## config.mk

```make
export PLATFORM = sky130hd
export DESIGN_NAME = sbus_frame_decoder
export DESIGN_NICKNAME = d
export VERILOG_FILES = /design/src/hdl/sfd_pkg.sv /design/src/hdl/sfd_chan_emit.sv /design/src/hdl/sbus_frame_decoder.sv
export SDC_FILE = /design/constraint.sdc
export NUM_CORES = 1
export LEC_CHECK = 0
export BUFFER_PORTS_ARGS = -buffer_cell sky130_fd_sc_hd__buf_2
export CELL_PAD_IN_SITES_DETAIL_PLACEMENT = 1
export CELL_PAD_IN_SITES_GLOBAL_PLACEMENT = 2
export CORE_MARGIN = 5
export CORE_UTILIZATION = 49
export CTS_CLUSTER_SIZE = 12
export DETAILED_ROUTE_END_ITERATION = 16
export GPL_TIMING_DRIVEN = 0
export PLACE_DENSITY_LB_ADDON = 0.1
export SYNTH_ARGS = -nofsm -noshare
export SYNTH_HDL_FRONTEND = slang
export SYNTH_HIERARCHICAL = 1
export SYNTH_SLANG_ARGS = --single-unit
```

## constraint.sdc

```tcl
create_clock -name clk -period 13.3 [get_ports clk]
set_input_delay 2.66 -clock clk [delete_from_list [all_inputs] [get_ports clk]]
set_output_delay 2.66 -clock clk [all_outputs]
set_load 0.01 [all_outputs]
```

## src/hdl/sfd_pkg.sv

```systemverilog
`timescale 1ns / 1ps
`default_nettype none
// ----------------------------------------------------------------------------
// sfd_pkg
// Shared constants and helpers for the SBUS frame decoder.
// ----------------------------------------------------------------------------
package sfd_pkg;

  localparam int unsigned CHANNEL_COUNT_DEF = 16;
  localparam int unsigned CHAN_WIDTH        = 11;

  localparam logic [7:0] HEADER_BYTE  = 8'h0F;
  localparam logic [7:0] FOOTER_BYTE  = 8'h00;
  localparam logic [3:0] SBUS2_FOOTER = 4'h4;

  localparam int unsigned FLAG_LOST_BIT     = 2;
  localparam int unsigned FLAG_FAILSAFE_BIT = 3;

  // Plain SBUS footer, or any SBUS2 footer (low nibble 0x4)
  function automatic logic is_footer(input logic [7:0] b);
    return (b == FOOTER_BYTE) || (b[3:0] == SBUS2_FOOTER);
  endfunction

endpackage : sfd_pkg
`default_nettype wire

```

## src/hdl/sfd_chan_emit.sv

```systemverilog
`timescale 1ns / 1ps
`default_nettype none
// ----------------------------------------------------------------------------
// sfd_chan_emit
// Holds one completed frame and hands out its channels one request at a time.
// ----------------------------------------------------------------------------
module sfd_chan_emit #(
  parameter int unsigned CHANNEL_COUNT = sfd_pkg::CHANNEL_COUNT_DEF
) (
  input  wire logic                                         clk,
  input  wire logic                                         rst,
  input  wire logic                                         load,
  input  wire logic [CHANNEL_COUNT*sfd_pkg::CHAN_WIDTH-1:0] frame_data,
  input  wire logic                                         failsafe_in,
  input  wire logic                                         lost_in,
  output logic                                              out_valid,
  input  wire logic                                         out_ready,
  output logic [$clog2(CHANNEL_COUNT)-1:0]                  channel_index,
  output logic [sfd_pkg::CHAN_WIDTH-1:0]                    channel_value,
  output logic                                              failsafe,
  output logic                                              lost_frame,
  output logic                                              last_of_frame
);
  import sfd_pkg::*;

  localparam int unsigned DataBits = CHANNEL_COUNT * CHAN_WIDTH;
  localparam int unsigned IdxWidth = $clog2(CHANNEL_COUNT);
  localparam logic [IdxWidth-1:0] LastIdx = IdxWidth'(CHANNEL_COUNT - 1);

  logic [DataBits-1:0] snap;
  logic [IdxWidth-1:0] index;
  logic                take;

  assign take          = out_valid && out_ready;
  assign last_of_frame = (index == LastIdx);
  assign channel_index = index;
  assign channel_value = snap[CHAN_WIDTH-1:0];

  always_ff @(posedge clk) begin
    if (rst) begin
      out_valid <= 1'b0;
      index     <= '0;
    end else if (load) begin
      out_valid <= 1'b1;
      index     <= '0;
    end else if (take) begin
      if (last_of_frame) begin
        out_valid <= 1'b0;
      end
      index <= index + 1'b1;
    end
  end

  // Payload: load the frame, then shift the next channel down to the bottom
  always_ff @(posedge clk) begin
    if (load) begin
      snap       <= frame_data;
      failsafe   <= failsafe_in;
      lost_frame <= lost_in;
    end else if (take) begin
      snap <= snap >> CHAN_WIDTH;
    end
  end

endmodule : sfd_chan_emit
`default_nettype wire

```

## src/hdl/sbus_frame_decoder.sv

```systemverilog
`timescale 1ns / 1ps
`default_nettype none
// ----------------------------------------------------------------------------
// sbus_frame_decoder
// SBUS / SBUS2 receive frame decoder: bytes in, one request per channel out.
// ----------------------------------------------------------------------------
//  channel | handshake               | payload
//  --------+-------------------------+-----------------------------------------
//  in      | in_valid / in_ready     | rx_byte
//  out     | out_valid / out_ready   | channel_index, channel_value, failsafe,
//          |                         | lost_frame, last_of_frame
//
// A byte is taken while in_valid and in_ready are high; header, data and footer
// handling is a single registered pass. A good footer yields CHANNEL_COUNT
// results, one a cycle while out_ready is high, from the channel buffer. Data
// bytes of the next frame are taken while the buffer drains; only a footer
// waits for it. rst is synchronous and returns the decoder to header hunting.
// ----------------------------------------------------------------------------
module sbus_frame_decoder #(
  parameter int unsigned CHANNEL_COUNT = sfd_pkg::CHANNEL_COUNT_DEF
) (
  input  wire logic                              clk,
  input  wire logic                              rst,
  input  wire logic                              in_valid,
  output logic                                   in_ready,
  input  wire logic [7:0]                        rx_byte,
  output logic                                   out_valid,
  input  wire logic                              out_ready,
  output logic [$clog2(CHANNEL_COUNT)-1:0]       channel_index,
  output logic [sfd_pkg::CHAN_WIDTH-1:0]         channel_value,
  output logic                                   failsafe,
  output logic                                   lost_frame,
  output logic                                   last_of_frame
);
  import sfd_pkg::*;

  localparam int unsigned DataBits  = CHANNEL_COUNT * CHAN_WIDTH;
  localparam int unsigned DataBytes = (DataBits + 7) / 8;
  localparam int unsigned StoreBits = (DataBytes + 1) * 8;
  localparam int unsigned FooterPos = DataBytes + 2;
  localparam int unsigned PosWidth  = $clog2(FooterPos + 1);
  localparam logic [PosWidth-1:0] FooterIdx = PosWidth'(FooterPos);

  logic [PosWidth-1:0]  position;
  logic [PosWidth-1:0]  position_next;
  logic [7:0]           previous_byte;
  logic [StoreBits-1:0] store;
  logic                 accept;
  logic                 load;
  logic [7:0]           flags;

  // Hold a footer until the previous frame has fully drained
  assign in_ready = !((position == FooterIdx) && out_valid);
  assign accept   = in_valid && in_ready;
  assign flags    = store[StoreBits-1 -: 8];
  assign load     = accept && (position == FooterIdx) && is_footer(rx_byte);

  always_comb begin
    position_next = position;
    if (position == '0) begin
      if (rx_byte == HEADER_BYTE && is_footer(previous_byte)) begin
        position_next = PosWidth'(1);
      end
    end else if (position < FooterIdx) begin
      position_next = position + 1'b1;
    end else begin
      position_next = '0;
    end
  end

  always_ff @(posedge clk) begin
    if (rst) begin
      position      <= '0;
      previous_byte <= FOOTER_BYTE;
    end else if (accept) begin
      position      <= position_next;
      previous_byte <= rx_byte;
    end
  end

  // Shift data bytes in from the top: first byte ends at the bottom
  always_ff @(posedge clk) begin
    if (accept && position != '0 && position < FooterIdx) begin
      store <= {rx_byte, store[StoreBits-1:8]};
    end
  end

  sfd_chan_emit #(
    .CHANNEL_COUNT (CHANNEL_COUNT)
  ) u_emit (
    .clk           (clk),
    .rst           (rst),
    .load          (load),
    .frame_data    (store[DataBits-1:0]),
    .failsafe_in   (flags[FLAG_FAILSAFE_BIT]),
    .lost_in       (flags[FLAG_LOST_BIT]),
    .out_valid     (out_valid),
    .out_ready     (out_ready),
    .channel_index (channel_index),
    .channel_value (channel_value),
    .failsafe      (failsafe),
    .lost_frame    (lost_frame),
    .last_of_frame (last_of_frame)
  );

endmodule : sbus_frame_decoder
`default_nettype wire

```

==> results.cfg, run 1 <==
[die]
die_height_um = 178
io-pin-count = 32
initial_core_util = 0.498
die-area_um2 = 31800
coreArea_um2 = 27900
fp-row-count = 61
die_width_um = 178

[final_layout]
fin_area_um2 = 15900
nNetsFinal = 764
drive_above_1_share = 0.254
area_growth_pct = 14.8
diodes = 0

[pwr]
power_switching_share = 0.183
power_switching_uw = 417
cellPowerDensity_nw_per_um2 = 143
pwr-share-comb = 0.004
p_int_mw = 1.86
leakage_nw = 5.22
ir_drop_uv = 72.9
p_seq_frac = 0.567
p_clk_frac = 0.429

[clock_network]
htree_levels = 2
numCtsBuffers = 39
clock_sinks = 380
clkTransAtPathRegs_ns = 0.06
cts_hold_buf = 0
cts_buffer_depth = 3
cts_tree = built
postCtsSetupRepairBufs = 0
cts-resized-gates = 0
insertion_delay_ns = 0.52
cts_root_buffer = clkbuf_16

[setup_path]
worst-setup-path-type = in -> reg
crit_chain = buf_2 > or4_1 > nor3_1 > buf_2 > buf_2 > or2b_4 > buf_16
critical-path-top-delay-family = simple AND/OR/NAND/NOR gates
cp.arrival_ns = 5.80
critPathMaxFanout = 63
timing.critical_path.mode_cell = buf_2
crit_slowest_cell = or2b_4
slowest_delay_ns = 0.65
cp-start-kind = input port
crit_path_end_kind = register
worstPathRequired_ns = 13.47
cp_num_buf_inv = 4
ff2ff_setup_slack_ns = 9.20

[synth]
synth-seq-area-share = 0.809
async_reset_ff_frac = 0
synthCells = 663
synth_cell_types = 40
ys_ff_latch = 380
synth-warning-count = 6
yosysTopAreaCell = edfxtp_1
synth_ff_type = edfxtp_1
yosys.cell_count.top_type = edfxtp_1
syn_area_um2 = 13900
yosys-top-cells-area = edfxtp_1, mux2_1, mux2_2
avgSynthCellArea_um2 = 20.9
synth_edf_count = 362
yosys-top-cells-count = edfxtp_1, mux2_1, mux2_2
syn_nets = 678
synth_top_area_frac = 0.783

[place]
dpl.hpwl_um = 15000
gp_congestion = 0.740
portBuffers = 31
dpl_worst_slack_ns = 7.12
place_area_um2 = 14800

[global_route]
grt_overflow = 0
grt_pass1_vias = 6640
grtUsageTotal = 0.150
grt_max_degree = 67
grt_pass1_wl_um = 37000
antenna_found_initial = 0

[route]
postRouteWirelength_um = 22900
drt_pass1_iterations = 4
vias = 5944
ant_nets = 0
drt_iter0_drc = 271
drt_drc_violations_left = 0
vias_per_cell = 5.18
wire_per_inst_um = 19.9

[sta]
period_share = 0.423
rsz0062_at_grt = no
final.min_clock_period_ns = 5.63
setup_viol = 0
hold_viol_final = 0
maxSlewHeadroom = 0.458
fmax_ghz = 0.178
timing.final.ws_setup_ns = 7.67
fin_skew_ns = 0.0206
worst_pin_slew_ns = 0.806
slew_viol_final = 0

[run]
max-cap-violations = 0

[outcome]
outcome = finished, final reports clean

[hold_path]
hp-class = reg -> reg
[flip-flops by register name, summed over array words and instances (netlist names)]
signal and cells:
previous_byte 8, position 5, u_emit/snap 176, u_emit/out_valid 1
u_emit/channel_index 4, u_emit/lost_frame 1, store 184, u_emit/failsafe 1
[cells in the final DEF (no fill, tap or decap), drive strengths merged, types with 2 or more instances in the layout]
cell    instances
edfxtp        362
mux2          165
buf            77
clkbuf         55
dfxtp          18
and2           11
nor2           10
mux2i           9
inv             7
a21oi           6
clkinv          6
nor3            4
nand3           4
nor4            3
ha              3
nand2           3
o21ai           3
or4             2
o31ai           2
xor2            2
a211oi          2
[final cells by class]
type / count / area (um2)
Inverter: 6 / 22.5
Clock buffer: 53 / 1050
Timing Repair Buffer: 45 / 440
Tap cell: 378 / 473
Multi-Input combinational cell: 243 / 2420
Buffer: 34 / 223
Sequential cell: 380 / 11200
Fill cell: 2397 / 11900
Clock inverter: 8 / 75.1
[stage by stage]
stage          utilization  setup TNS, ns  power [mW]  hold WS, ns  instances
3_3_place_gp         0.521        -265.98        1.33        0.413       1072
3_5_place_dp         0.531              0        1.33        0.408       1086
4_1_cts              0.572              0        2.31        0.435       1147
6_report             0.572              0        2.28        0.425       1147
5_1_grt              0.572              0        2.37        0.437       1147
2_1_floorplan            -              0        1.32        0.400        663
[worst paths after layout]
kind	start	endpoint	depth (start not counted)
worst min-delay path	store[183]	store[175]	0
worst max-delay path	rx_byte[0]	u_emit/snap[158]	7
worst max register to register	position[0]	u_emit/snap[158]	9
worst min register to register	store[183]	store[175]	0
[kinds of logic after synthesis]
family,synth area share
fa+ha+maj,0.00270
buf+inv,0.0177
simple gates,0.0198
flops,0.809
compound gates,0.00910
xor+xnor,0.00126
mux,0.140
[worst register-to-register path, stage by stage, from the launching register on]
cell,delay [ns]
dfxtp_1,0.36
inv_1,0.09
ha_1,0.17
nand4b_1,0.20
or4_1,0.46
nor3_1,0.64
buf_2,0.41
buf_2,0.31
or2b_4,0.66
buf_16,0.40
[power by group through the flow]
stage               combinational [mW]  clock [mW]  sequential (mW)
floorplan                      0.00477           0             1.32
global placement               0.00873           0             1.32
detailed placement             0.00975           0             1.32
CTS                            0.00981        1.01             1.29
global route                    0.0107        1.07             1.29
finish                         0.00954       0.979             1.29
[metal layers]
layer / wire (um) / track usage / vias up
met5: 0 / 0 / -
met4: 390 / 0.0400 / 0
met3: 671 / 0.0280 / 31
met2: 12600 / 0.279 / 74
met1: 9200 / 0.180 / 3074
li1: - / - / 2765
Note: power is estimated with default switching activity, not from simulation.
==> run 2: changes to the inputs <==
--- a/config.mk
+++ b/config.mk
@@ -9,7 +9,7 @@
 export CELL_PAD_IN_SITES_DETAIL_PLACEMENT = 1
 export CELL_PAD_IN_SITES_GLOBAL_PLACEMENT = 2
 export CORE_MARGIN = 5
-export CORE_UTILIZATION = 49
+export CORE_UTILIZATION = 44
 export CTS_CLUSTER_SIZE = 12
 export DETAILED_ROUTE_END_ITERATION = 16
 export GPL_TIMING_DRIVEN = 0
==> constraint.sdc (replaced) <==
create_clock -name clk -period 4.8 [get_ports clk]
set_input_delay 0.96 -clock clk [delete_from_list [all_inputs] [get_ports clk]]
set_output_delay 0.96 -clock clk [all_outputs]
set_load 0.01 [all_outputs]
==> results.cfg, run 2 (same netlist as run 1, synthesis figures left out) <==
[final_layout]
final_common_cell = edfxtp_1
layout_common_cells = edfxtp_1, mux2_1, mux2_2
stdcell_count = 1178
diodes = 0
largest_reg_flops = 184
top_regs = store (184), u_emit/snap (176), previous_byte (8)
regMostFlops = store
nNetsFinal = 765
nFillCells = 2773
drive_above_1_share = 0.250
area_growth_pct = 14.8

[run]
max-cap-violations = 0

[route]
drt_pass1_iterations = 4
ant_nets = 0
drt_iter0_drc = 235
postRouteWirelength_um = 22900
wire_per_inst_um = 19.4
drt_drc_violations_left = 0
vias = 5948
vias_per_cell = 5.05

[place]
dp_cells = 1110
dpl.hpwl_um = 15000
gp_congestion = 0.669
portBuffers = 31

[clock_network]
htree_levels = 2
cts_tree = built
insertion_delay_ns = 0.51
postCtsSetupRepairBufs = 0
cts_root_buffer = clkbuf_16
cts_hold_buf = 0
clkTransAtPathRegs_ns = 0.06
cts-resized-gates = 0
cts_buffer_depth = 3
numCtsBuffers = 40
clock_sinks = 380

[sta]
hold_viol_final = 0
slew_viol_final = 0
setup_viol = 0
worst_pin_slew_ns = 0.886
maxSlewHeadroom = 0.409
fmax_ghz = 0.245
rsz0062_at_grt = no
period_share = 0.851
fin_skew_ns = 0.0131
fin_setup_tns_ns = 0
final.min_clock_period_ns = 4.08

[setup_path]
worstPathRequired_ns = 4.97
cp-start-kind = register
worst-setup-path-type = reg -> reg
critPathMaxFanout = 62
crit_path_end_kind = register
cp.arrival_ns = 4.25

[global_route]
grt_pass1_vias = 6842
grtUsageTotal = 0.132
grt_overflow = 0
grt_pass1_wl_um = 37000
grt_max_degree = 63
antenna_found_initial = 0

[pwr]
ir_drop_uv = 288
cellPowerDensity_nw_per_um2 = 397
leakage_nw = 5.20

[die]
initial_core_util = 0.443
die-area_um2 = 35200
die_height_um = 188
fp-row-count = 65
coreArea_um2 = 31300
io-pin-count = 32
die_width_um = 188

[hold_path]
hp-class = reg -> reg

[outcome]
outcome = finished, final reports clean
==> run 2: cell count changes in the layout (fill, tap and decap cells not counted), sizes merged <==
cell    change
bufinv      -1
clkbuf      +6
clkinv      +3
inv         -1
==> run 2: report_power, final <==
group          internal, mW  switching [mW]  total, mW
clock network          1.57            1.15       2.72
registers              3.58         0.00275       3.58
logic                0.0111          0.0167     0.0278
==> run 2: worst max-delay path, cell delays in order, from the launching register on <==
cell,delay [ns]
dfxtp_1,0.33
inv_1,0.09
ha_1,0.17
nand4b_1,0.22
or4_1,0.47
nor3_1,0.51
buf_2,0.38
buf_2,0.35
or2b_4,0.75
buf_16,0.35
==> run 2: metrics by stage <==
step	cell area, um2	power [mW]	setup WS, ns	hold slack (ns)	util
floorplan	13900	3.67	-1.51	0.400	-
global placement	14600	3.68	-4.31	0.420	0.465
detailed placement	14800	3.68	0.173	0.412	0.473
CTS	15900	6.43	0.641	0.436	0.509
global route	15900	6.57	0.413	0.442	0.509
finish	15900	6.33	0.715	0.432	0.509
==> run 2: layer usage <==
layer | global-route usage | up-vias | part of all wire
li1 | - | 2770 | -
met1 | 0.143 | 3065 | 0.38
met2 | 0.255 | 66 | 0.56
met3 | 0.0272 | 47 | 0.033
met4 | 0.0418 | 0 | 0.023
met5 | 0 | - | 0
==> run 2: path summary, 6_finish.rpt <==
path | endpoint | start | depth (start not counted) | slack [ns]
worst max-delay path | u_emit/snap[155] | position[1] | 9 | 0.72
worst min-delay path | store[173] | store[181] | 0 | 0.43
worst max register to register | u_emit/snap[155] | position[1] | 9 | 0.72
worst min register to register | store[173] | store[181] | 0 | 0.43
==> run 2: final cells by class <==
cell class	count	area [um2]	share of cell area
sequential	380	11200	0.705
multi-input combinational	243	2420	0.152
clock buffer	59	1090	0.0686
tap	402	503	0.0316
timing repair buffer	45	399	0.0250
buffer	34	223	0.0140
clock inverter	9	38.8	0.00243
inverter	6	35.0	0.00220
==> run 3: changes to the inputs <==
--- a/config.mk
+++ b/config.mk
@@ -9,7 +9,8 @@
 export CELL_PAD_IN_SITES_DETAIL_PLACEMENT = 1
 export CELL_PAD_IN_SITES_GLOBAL_PLACEMENT = 2
 export CORE_MARGIN = 5
-export CORE_UTILIZATION = 44
+export CORE_UTILIZATION = 46
+export CTS_BUF_LIST = sky130_fd_sc_hd__clkbuf_8
 export CTS_CLUSTER_SIZE = 12
 export DETAILED_ROUTE_END_ITERATION = 16
 export GPL_TIMING_DRIVEN = 0
==> results.cfg, run 3 (same netlist as run 1, synthesis figures left out) <==
[outcome]
outcome = finished, final reports clean

[route]
ant_nets = 0
drt_drc_violations_left = 0
drt_pass1_iterations = 4
wire_per_inst_um = 18.9
vias_per_cell = 5.00
drt_iter0_drc = 285
vias = 6045
postRouteWirelength_um = 22900

[clock_network]
insertion_delay_ns = 0.58
cts_hold_buf = 0
postCtsSetupRepairBufs = 0
cts_buffer_depth = 3
clock_sinks = 380
htree_levels = 2
clkTransAtPathRegs_ns = 0.06
cts_root_buffer = clkbuf_8
numCtsBuffers = 60
cts_tree = built
cts-resized-gates = 0

[pwr]
ir_drop_uv = 240
leakage_nw = 5.33
cellPowerDensity_nw_per_um2 = 383

[sta]
fin_skew_ns = 0.0203
fmax_ghz = 0.238
worst_pin_slew_ns = 0.889
timing.final.ws_setup_ns = 0.596
slew_viol_final = 0
rsz0062_at_grt = no
final.min_clock_period_ns = 4.20
hold_viol_final = 0
period_share = 0.876
maxSlewHeadroom = 0.407
fin_setup_tns_ns = 0
setup_viol = 0

[final_layout]
top_regs = store (184), u_emit/snap (176), previous_byte (8)
regMostFlops = store
utilization = 0.538
final_common_cell = edfxtp_1
fin_area_um2 = 16000
drive_above_1_share = 0.271
layout_common_cells = edfxtp_1, mux2_1, mux2_2
nFillCells = 2628
area_growth_pct = 15.2
nNetsFinal = 786
stdcell_count = 1210
largest_reg_flops = 184
diodes = 0

[die]
io-pin-count = 32
die_width_um = 184
coreArea_um2 = 29700
die_height_um = 184
initial_core_util = 0.467
die-area_um2 = 33700
fp-row-count = 63

[global_route]
antenna_found_initial = 0
grt_pass1_vias = 6825
grt_pass1_wl_um = 36700
grtUsageTotal = 0.137
grt_max_degree = 64
grt_overflow = 0

[setup_path]
worst-setup-path-type = reg -> reg
worstPathRequired_ns = 5.03
critPathMaxFanout = 63
crit_path_end_kind = register
cp.arrival_ns = 4.43
cp-start-kind = register

[place]
dpl_worst_slack_ns = 0.241
dp_cells = 1099
gp_congestion = 0.763
place_area_um2 = 14900
portBuffers = 31
dpl.hpwl_um = 14700

[hold_path]
hp-class = reg -> reg

[run]
max-cap-violations = 0
==> run 3: metrics by stage <==
stage / hold slack [ns] / total power [mW]
global route: 0.438 / 6.40
CTS: 0.430 / 6.23
finish: 0.425 / 6.13
global placement: 0.409 / 3.68
floorplan: 0.400 / 3.67
detailed placement: 0.407 / 3.68
==> run 3: layer usage <==
metal / wire length [um] / vias up / share of wire / GRT usage
met5: 0 / - / 0 / 0
met4: 356 / 0 / 0.016 / 0.0408
met3: 792 / 31 / 0.035 / 0.0311
met2: 12400 / 92 / 0.54 / 0.249
met1: 9400 / 3101 / 0.41 / 0.163
li1: - / 2821 / - / -
==> run 3: layout make-up <==
cell class / instances / area [um2] / share of cell area
Multi-Input combinational cell: 243 / 2420 / 0.151
Sequential cell: 380 / 11200 / 0.702
Buffer: 34 / 223 / 0.0139
Inverter: 6 / 35.0 / 0.00219
Timing Repair Buffer: 46 / 480 / 0.0300
Clock buffer: 61 / 840 / 0.0525
Clock inverter: 50 / 282 / 0.0176
Tap cell: 390 / 488 / 0.0305
==> run 3: power breakdown <==
part | switching, mW | leakage, nW | internal (mW)
sequential | 0.00273 | 3.40 | 3.58
combinational | 0.0161 | 1.29 | 0.0113
clock | 1.18 | 0.642 | 1.34
total | 1.19 | 5.33 | 4.93
==> run 3: worst paths after layout <==
check | start | end | slack, ns | cells after the start
setup / recovery | position[1] | u_emit/snap[133] | 0.60 | 9
hold / removal | store[182] | store[174] | 0.43 | 0
setup reg to reg | position[1] | u_emit/snap[133] | 0.60 | 9
hold reg to reg | store[182] | store[174] | 0.43 | 0
==> run 3: worst max-delay path: stages (launching register included) <==
cell	delay (ns)
dfxtp_1	0.34
inv_1	0.10
ha_1	0.18
nand4b_1	0.23
or4_1	0.48
nor3_1	0.64
buf_2	0.41
buf_2	0.30
or2b_4	0.74
buf_16	0.36
